File: config.mk
export PLATFORM = sky130hd
export DESIGN_NAME = ils_ctrl
export DESIGN_NICKNAME = d
export VERILOG_FILES = /design/src/rtl/core/ils_pkg.sv /design/src/rtl/core/ils_ctrl.sv
export SDC_FILE = /design/constraint.sdc
export NUM_CORES = 1
export LEC_CHECK = 0
export BUFFER_PORTS_ARGS = -buffer_cell sky130_fd_sc_hd__buf_2
export CAP_MARGIN = 15
export CELL_PAD_IN_SITES_DETAIL_PLACEMENT = 1
export CELL_PAD_IN_SITES_GLOBAL_PLACEMENT = 1
export CORE_MARGIN = 5
export CORE_UTILIZATION = 25
export DETAILED_ROUTE_END_ITERATION = 6
export HOLD_SLACK_MARGIN = 0.12
export PLACE_DENSITY_LB_ADDON = 0.1
export SLEW_MARGIN = 20
export SYNTH_ARGS = -nofsm -noshare
export SYNTH_HDL_FRONTEND = slang
export SYNTH_SLANG_ARGS = --single-unit
File: constraint.sdc
create_clock -name clock -period 5.4 [get_ports clock]
set_input_delay 0.81 -clock clock [delete_from_list [all_inputs] [get_ports clock]]
set_output_delay 0.81 -clock clock [all_outputs]
set_load 0.03 [all_outputs]
File: src/rtl/core/ils_pkg.sv
// ----------------------------------------------------------------------------
// ils_pkg
// Shared command codes, status codes and fixed field widths for the indexed
// list store.
// ----------------------------------------------------------------------------
`default_nettype none

package ils_pkg;

   // Fixed widths of the transaction fields.
   localparam int CMD_W    = 2;
   localparam int POS_W    = 8;
   localparam int VALUE_W  = 32;
   localparam int STATUS_W = 2;

   // Command codes.
   localparam logic [CMD_W-1:0] CMD_APPEND = 2'd0;
   localparam logic [CMD_W-1:0] CMD_READ   = 2'd1;
   localparam logic [CMD_W-1:0] CMD_UPDATE = 2'd2;
   localparam logic [CMD_W-1:0] CMD_ERASE  = 2'd3;

   // Status codes.
   localparam logic [STATUS_W-1:0] STATUS_OK    = 2'd0;
   localparam logic [STATUS_W-1:0] STATUS_RANGE = 2'd1;
   localparam logic [STATUS_W-1:0] STATUS_FULL  = 2'd2;
   localparam logic [STATUS_W-1:0] STATUS_EMPTY = 2'd3;

   typedef logic [VALUE_W-1:0]  value_type;
   typedef logic [STATUS_W-1:0] status_type;

endpackage

`default_nettype wire

File: src/rtl/core/ils_ctrl.sv
// ----------------------------------------------------------------------------
// ils_ctrl
// Command sequencer for the indexed list store: checks each command against
// the live count, drives the element RAM, walks the tail on an erase and
// holds the result in an output register.
// ----------------------------------------------------------------------------
`default_nettype none

module ils_ctrl #(
   parameter int DEPTH = 256,
   localparam int AddrW = (DEPTH > 1) ? $clog2(DEPTH) : 1,
   localparam int CntW  = $clog2(DEPTH + 1)
) (
   input  wire logic                         clock,
   input  wire logic                         reset,
   // Request channel.
   input  wire logic                         req_valid,
   output logic                              req_stall,
   input  wire logic [ils_pkg::CMD_W-1:0]    req_command,
   input  wire logic [ils_pkg::POS_W-1:0]    req_position,
   input  wire ils_pkg::value_type           req_value,
   // Result channel.
   output logic                              rsp_valid,
   input  wire logic                         rsp_stall,
   output ils_pkg::status_type               rsp_status,
   output ils_pkg::value_type                rsp_read_value,
   output logic [CntW-1:0]                   rsp_count,
   // Element RAM.
   output logic                              ram_wr_en,
   output logic [AddrW-1:0]                  ram_wr_addr,
   output ils_pkg::value_type                ram_wr_data,
   output logic                              ram_rd_en,
   output logic [AddrW-1:0]                  ram_rd_addr,
   input  wire ils_pkg::value_type           ram_rd_data
);

   // Compare width: wide enough for a position, a count and one more.
   localparam int CmpW = (CntW > ils_pkg::POS_W) ? CntW + 1 : ils_pkg::POS_W + 1;

   // Sequencer states.
   localparam logic [1:0] S_IDLE  = 2'd0;
   localparam logic [1:0] S_READ  = 2'd1;
   localparam logic [1:0] S_ERASE = 2'd2;

   logic [1:0]          state_ff, state_in;
   logic [CntW-1:0]     count_ff, count_in;
   logic [AddrW-1:0]    rd_ptr_ff, rd_ptr_in;

   logic                rsp_valid_ff, rsp_valid_in;
   ils_pkg::status_type rsp_status_ff;
   ils_pkg::value_type  rsp_read_value_ff;
   logic [CntW-1:0]     rsp_count_ff;

   logic                accept;
   logic                load;
   ils_pkg::status_type ld_status;
   ils_pkg::value_type  ld_value;
   logic [CntW-1:0]     ld_count;

   logic [CmpW-1:0]     pos_ext;
   logic [CmpW-1:0]     pos_next_ext;
   logic [CmpW-1:0]     cnt_ext;
   logic [CntW-1:0]     ptr_next;
   logic                full;

   // A new transaction is taken only in idle and when the result register is
   // free or being emptied in this cycle.
   assign req_stall = (state_ff != S_IDLE) || (rsp_valid_ff && rsp_stall);
   assign accept    = req_valid && !req_stall;

   assign pos_ext      = CmpW'(req_position);
   assign pos_next_ext = pos_ext + CmpW'(1);
   assign cnt_ext      = CmpW'(count_ff);
   assign ptr_next     = CntW'(rd_ptr_ff) + CntW'(1);
   assign full         = (count_ff == CntW'(DEPTH));

   // Command decode, RAM control and tail walk.
   always_comb begin
      state_in    = state_ff;
      count_in    = count_ff;
      rd_ptr_in   = rd_ptr_ff;
      ram_wr_en   = 1'b0;
      ram_wr_addr = AddrW'(count_ff);
      ram_wr_data = req_value;
      ram_rd_en   = 1'b0;
      ram_rd_addr = AddrW'(pos_ext);
      load        = 1'b0;
      ld_status   = ils_pkg::STATUS_OK;
      ld_value    = '0;
      ld_count    = count_ff;

      case (state_ff)
         S_IDLE: begin
            if (accept) begin
               case (req_command)
                  ils_pkg::CMD_APPEND: begin
                     load = 1'b1;
                     if (full) begin
                        ld_status = ils_pkg::STATUS_FULL;
                     end else begin
                        ram_wr_en = 1'b1;
                        count_in  = count_ff + CntW'(1);
                        ld_count  = count_ff + CntW'(1);
                     end
                  end
                  ils_pkg::CMD_READ: begin
                     if (pos_ext >= cnt_ext) begin
                        load      = 1'b1;
                        ld_status = ils_pkg::STATUS_RANGE;
                     end else begin
                        ram_rd_en = 1'b1;
                        state_in  = S_READ;
                     end
                  end
                  ils_pkg::CMD_UPDATE: begin
                     load = 1'b1;
                     if (pos_ext >= cnt_ext) begin
                        ld_status = ils_pkg::STATUS_RANGE;
                     end else begin
                        ram_wr_en   = 1'b1;
                        ram_wr_addr = AddrW'(pos_ext);
                     end
                  end
                  default: begin
                     if (count_ff == '0) begin
                        load      = 1'b1;
                        ld_status = ils_pkg::STATUS_EMPTY;
                     end else if (pos_ext >= cnt_ext) begin
                        load      = 1'b1;
                        ld_status = ils_pkg::STATUS_RANGE;
                     end else if (pos_next_ext == cnt_ext) begin
                        // The last entry goes: nothing to shift.
                        load     = 1'b1;
                        count_in = count_ff - CntW'(1);
                        ld_count = count_ff - CntW'(1);
                     end else begin
                        ram_rd_en   = 1'b1;
                        ram_rd_addr = AddrW'(pos_next_ext);
                        rd_ptr_in   = AddrW'(pos_next_ext);
                        state_in    = S_ERASE;
                     end
                  end
               endcase
            end
         end

         S_READ: begin
            load     = 1'b1;
            ld_value = ram_rd_data;
            state_in = S_IDLE;
         end

         S_ERASE: begin
            // Move the word just read down by one place.
            ram_wr_en   = 1'b1;
            ram_wr_addr = rd_ptr_ff - AddrW'(1);
            ram_wr_data = ram_rd_data;
            if (ptr_next < count_ff) begin
               ram_rd_en   = 1'b1;
               ram_rd_addr = AddrW'(ptr_next);
               rd_ptr_in   = AddrW'(ptr_next);
            end else begin
               load     = 1'b1;
               count_in = count_ff - CntW'(1);
               ld_count = count_ff - CntW'(1);
               state_in = S_IDLE;
            end
         end

         default: begin
            state_in = S_IDLE;
         end
      endcase
   end

   // The result register is either loaded or kept while the receiver stalls.
   assign rsp_valid_in = load || (rsp_valid_ff && rsp_stall);

   // Control registers.
   always_ff @(posedge clock) begin
      if (reset) begin
         state_ff     <= S_IDLE;
         count_ff     <= '0;
         rsp_valid_ff <= 1'b0;
      end else begin
         state_ff     <= state_in;
         count_ff     <= count_in;
         rsp_valid_ff <= rsp_valid_in;
      end
   end

   // Payload registers.
   always_ff @(posedge clock) begin
      rd_ptr_ff <= rd_ptr_in;
      if (load) begin
         rsp_status_ff     <= ld_status;
         rsp_read_value_ff <= ld_value;
         rsp_count_ff      <= ld_count;
      end
   end

   assign rsp_valid      = rsp_valid_ff;
   assign rsp_status     = rsp_status_ff;
   assign rsp_read_value = rsp_read_value_ff;
   assign rsp_count      = rsp_count_ff;

endmodule

`default_nettype wire
==> Yosys cells after proc, flatten, opt, wreduce, memory -nomap -nowiden <==
Cells that the tools add are included.
{ "classes": {"n_addsub": 5, "muxes": 59, "eq_ne": 16, "order_cmp": 2, "reduce_logical": 16} }
{ "ops": {"columns": ["cell", "count"], "rows": [
  ["2-to-1 mux 8 bit", 15],
  ["2-to-1 mux 9 bit", 6],
  ["case mux 8 bit (2 select lines)", 3],
  ["case mux 9 bit (2 select lines)", 2],
  ["2-to-1 mux 32 bit", 1],
  ["adder 8 x 1 -> 9 bit, second input constant", 2],
  ["2-to-1 mux 2 bit", 8],
  ["!= test 2 bit, second input constant", 8],
  ["2-to-1 mux 1 bit", 15],
  ["case mux 2 bit (2 select lines)", 3],
  ["case mux 1 bit (2 select lines)", 5],
  ["adder 9 x 1 -> 9 bit, second input constant", 1],
  ["== test 9 bit", 1],
  ["== test 9 bit, second input constant", 1],
  [">= comparator 8 x 9 -> 1 bit", 1],
  ["zero test 9 bit", 1],
  ["< comparator 9 bit", 1],
  ["subtractor 9 x 1 -> 9 bit, second input constant", 1],
  ["subtractor 8 x 1 -> 8 bit, second input constant", 1],
  ["AND reduction 7 bit", 1],
  ["!= test 3 x 2 -> 1 bit, second input constant", 2],
  ["AND reduction 6 bit", 1],
  ["== test 2 x 1 -> 1 bit, second input constant", 2],
  ["== test 2 bit, second input constant", 2],
  ["9 further kinds", 14]
]} }
{ "totals": {"word_cells": 105, "out_inout_bits": 95, "register_bits": 63} }

==> Depth between registers and ports, before layout <==
{ "depth": {"ltp_word": 9, "ltp_mapped": 14, "mapped_depth_nobuf": 12} }

==> Least setup slack after synthesis <==
Ideal clock, no wire load.
{ "synth_timing": {"path_type": "reg-to-output", "startpoint": "register rd_ptr_ff[0]", "endpoint": "output ram_rd_addr[4]", "n_path_buf": 2, "required_time_ps": 4590, "path_stages_with_launch": 14, "slack_ps": 1066, "arrival_time_ps": 3524, "cell_sequence": "edfxtp_1 -> clkbuf_1 -> and3_1 -> nand3_1 -> xor2_1 -> inv_1 -> ha_1 -> a21oi_1 -> o21ai_0 -> a21oi_1 -> nor2_1 -> nor2_1 -> clkbuf_1 -> o311ai_0"} }
{ "synth_between": {"elab_chain_cells": 4} }
{ "synth_lines": {"columns": ["item", "line", "text"], "rows": [
  ["start: declaration", "ils_ctrl.sv:47", "logic [AddrW-1:0] rd_ptr_ff, rd_ptr_in;"],
  ["start signal: assignment", "ils_ctrl.sv:194", "rd_ptr_ff <= rd_ptr_in;"],
  ["adder 8 x 1 -> 9 bit *", "ils_ctrl.sv:74", "assign ptr_next = CntW'(rd_ptr_ff) + CntW'(1);"],
  ["< comparator 9 bit", "ils_ctrl.sv:158", "if (ptr_next < count_ff) begin"],
  ["2-to-1 mux 8 bit *", "ils_ctrl.sv:158", null],
  ["case mux 8 bit (2 select lines) *", "ils_ctrl.sv:92", "case (state_ff)"],
  ["end: declaration", "ils_ctrl.sv:33", "output logic [AddrW-1:0] ram_rd_addr,"]
]} }
Mark *: on every way between the ends. The rest lies on a longest branch, timed or not.

==> Worst setup path in the final report <==
{ "layout_timing": {"startpoint": "register rd_ptr_ff[0]", "endpoint": "output ram_rd_addr[1]"} }
The elaborated chain is that of the path after synthesis.

==> metrics.json <==
{
  "outcome": "finished, final reports clean",
  "cts_tree": "built",
  "grt_util_all_layers_pct": 18.1,
  "h_tree_depth": 3,
  "via_count_of_the_first_global_routing_pass": 5479,
  "timing.hold.ws_ns": 0.609,
  "area_growth_from_synthesis_to_layout_pct": 28.6,
  "timing.clock.skew_ns": 0.0152,
  "wl_um": 21600,
  "grt_antenna_before_repair": 1,
  "number_of_top_level_pins": 173,
  "global_route.overflow_total": 0,
  "critical_path.slowest_cell": "sky130_fd_sc_hd__edfxtp_1",
  "unrepaired_setup_endpoints_after_global_routing": "false",
  "synth_commonest_cells": "134 x sky130_fd_sc_hd__nand2_1, 51 x sky130_fd_sc_hd__edfxtp_1, 50 x sky130_fd_sc_hd__nor2_1, 33 x sky130_fd_sc_hd__and2_1, 31 x sky130_fd_sc_hd__clkbuf_1",
  "dominantRegCellSynth": "sky130_fd_sc_hd__edfxtp_1",
  "cts_buffers": 9,
  "clock_insertion_delay_at_the_later_pin_of_the_skew_report_ns": 0.34,
  "drt_iter0_markers": 371,
  "floorplan.rows": 52,
  "die_height_um": 153,
  "netlist-cell-type-count": 68,
  "mappedNetlistArea_um2": 5080,
  "synth_edf_count": 51,
  "p_leak_nw": 2.86,
  "sequential_cell_area_fraction_in_the_yosys_report_pct": 34.9,
  "p_per_area_nw_per_um2": 263,
  "drive_above_1_share_pct": 28.1,
  "finish.instance_area_um2": 6540,
  "detail_route.first_pass.iterations": 5,
  "fin_nets": 894,
  "worst-path-max-fanout": 12,
  "slew_headroom_pct": 40.9,
  "tightest_hold_check_type": "reg2reg",
  "irDropWorstVdd_v": 0.000153,
  "vias_cell": 5.07,
  "worst-path-buf-inv": 2,
  "via_count": 5401,
  "core_region_area_um2": 20100,
  "cts-hold-fix-buffers": 0,
  "transition_at_the_pin_with_the_smallest_max_transition_slack_ns": 0.885,
  "end_kind": "output pin",
  "place_area_um2": 6260,
  "path_clk_slew_ns": 0.06,
  "fin_tns_setup_ns": 0,
  "register_bit_count_reported_by_yosys": 63,
  "regToRegSetupSlack_ns": 1.30,
  "ant_nets": 0,
  "critical-path-top-delay-family": "compound AO/OA/AOI/OAI gates",
  "fraction_of_post_synthesis_cell_area_in_the_top_cell_type_by_area_pct": 30.1,
  "critical_path_cell_by_cell": "ha_1, xor2_1, ha_1, a211o_1, a31o_2, a21oi_1, nor2_1, nor2_1, buf_4, or2_2, o21ai_0, buf_2",
  "post-route-min-period_ns": 5.05,
  "count_of_cells_resized_by_post_cts_repair": 0,
  "most_common_cell_in_the_netlist": "sky130_fd_sc_hd__nand2_1",
  "numPortBuffers": 172,
  "hold_violations": 0,
  "finalSetupViolCount": 0,
  "cts.root.buffer_cell": "sky130_fd_sc_hd__clkbuf_16",
  "worstSetupStartpointType": "flop",
  "setup_ws_ns": 0.348,
  "netlist_instances": 630,
  "dieWidth_um": 153,
  "required_time_at_the_endpoint_of_the_critical_path_ns": 4.59,
  "fillCellCount": 2485,
  "post-cts-setup-buffer-count": 0,
  "hpwlAfterDp_um": 16900,
  "async_reset_ff_share_pct": 0,
  "netlist.top_cell.by_area": "sky130_fd_sc_hd__edfxtp_1",
  "die-area_um2": 23300,
  "placement.setup.worst_slack_ns": 0.706,
  "drv_cap": 0,
  "grt_start_max_net_pins": 42,
  "final-instance-count-excl-fill": 1066,
  "drcViolationCount": 0,
  "initial_utilization_pct": 25.3,
  "upper_clock_frequency_limit_mhz": 198,
  "cpPeakStageDelay_ns": 0.59,
  "yosys_warnings": 0,
  "path_class": "reg2out",
  "wire_length_of_the_first_global_routing_pass_um": 33400,
  "worst_ep_arrival_time_ns": 4.24,
  "worst_case_clock_buffer_depth": 2,
  "synth_nets": 733,
  "routed_wire_length_per_instance_um": 20.3,
  "synthTopCellsByArea": "sky130_fd_sc_hd__edfxtp_1 30%, sky130_fd_sc_hd__nand2_1 9.9%, sky130_fd_sc_hd__ha_1 6.2%",
  "period_share_pct": 93.6,
  "clkSinkCount": 63,
  "antenna-diode-count": 0,
  "post_synth.cell_area_avg_um2": 8.07,
  "slew_violations": 0,
  "dp_cells": 1050,
  "globalplace.congestion": 0.876
}
==> cells by family (layout without fill, tap and decap cells) <==
| group | count (synthesis) | in the layout | synth area share (%) |
|---|---|---|---|
| AND/OR/NAND/NOR | 305 | 305 | 28.5 |
| AO/OA/AOI/OAI | 142 | 142 | 19.9 |
| flip-flops | 63 | 63 | 34.9 |
| buffers and inverters | 63 | 229 | 4.87 |
| adder cells (fa/ha/maj) | 26 | 26 | 6.35 |
| XOR/XNOR | 25 | 25 | 4.31 |
| multiplexers | 6 | 6 | 1.23 |
==> worst paths after layout <==
| check | start | end | depth (start not counted) |
|---|---|---|---|
| worst max-delay path | rd_ptr_ff[0]$_DFFE_PP_ | ram_rd_addr[1] | 12 |
| worst min-delay path | rsp_valid$_SDFF_PP0_ | rsp_valid$_SDFF_PP0_ | 2 |
| worst max register to register | rd_ptr_ff[0]$_DFFE_PP_ | rsp_read_value[31]$_SDFFCE_PN0P_ | 10 |
| worst min register to register | rsp_valid$_SDFF_PP0_ | rsp_valid$_SDFF_PP0_ | 2 |
==> sequential cells by signal, indices dropped and copies added (netlist names) <==
signal / flops
count_ff: 9
state_ff: 2
rsp_valid: 1
rd_ptr_ff: 8
rsp_count: 9
rsp_read_value: 32
rsp_status: 2
==> through the flow <==
stage	util [%]	power, mW
after global routing	32.5	1.81
after global placement	31.1	1.19
after floorplan	-	0.979
final	32.5	1.72
after CTS	32.5	1.75
after detailed placement	31.1	1.19
==> cell usage in the layout, fill, tap and decap left out, types with 8 or more instances in the layout <==
cell type / n
sky130_fd_sc_hd__a211oi_1: 9
sky130_fd_sc_hd__xnor2_1: 16
sky130_fd_sc_hd__o22a_1: 8
sky130_fd_sc_hd__nor3_1: 19
sky130_fd_sc_hd__a21oi_1: 29
sky130_fd_sc_hd__inv_1: 21
sky130_fd_sc_hd__clkbuf_16: 9
sky130_fd_sc_hd__buf_4: 16
sky130_fd_sc_hd__nand3_1: 19
sky130_fd_sc_hd__and2_1: 33
sky130_fd_sc_hd__buf_2: 172
sky130_fd_sc_hd__o21ai_0: 29
sky130_fd_sc_hd__nor2_1: 49
sky130_fd_sc_hd__ha_1: 25
sky130_fd_sc_hd__edfxtp_1: 51
sky130_fd_sc_hd__nand2_1: 133
sky130_fd_sc_hd__dfxtp_1: 12
sky130_fd_sc_hd__xor2_1: 9
==> worst min-delay path, cell delays in order, from the launching register on <==
cell,delay (ns)
sky130_fd_sc_hd__dfxtp_1,0.31
sky130_fd_sc_hd__nand2_1,0.15
sky130_fd_sc_hd__a31oi_1,0.10
==> power by group <==
group / switching [mW] / internal [mW] / total, mW
clock: 0.231 / 0.311 / 0.542
sequential: 0.0208 / 0.584 / 0.605
combinational: 0.407 / 0.164 / 0.571
total: 0.658 / 1.06 / 1.72
==> layout make-up <==
| cell class | count | area, µm² | area share [%] |
|---|---|---|---|
| Multi-Input combinational cell | 504 | 3080 | 47.1 |
| Sequential cell | 63 | 1770 | 27.1 |
| Timing Repair Buffer | 188 | 981 | 15.0 |
| Tap cell | 270 | 338 | 5.17 |
| Clock buffer | 9 | 225 | 3.44 |
| Inverter | 25 | 93.8 | 1.43 |
| Clock inverter | 7 | 48.8 | 0.746 |
==> layer usage <==
layer / part of all wire [%] / routed length, µm / vias up / global-route usage, %
met1: 47 / 10200 / 2580 / 25.1
li1: - / - / 2589 / -
met5: 0.060 / 13 / - / 0
met2: 45 / 9650 / 207 / 28.6
met3: 6.6 / 1420 / 23 / 3.89
met4: 1.5 / 332 / 2 / 4.71
(Power assumes the default switching activity.)
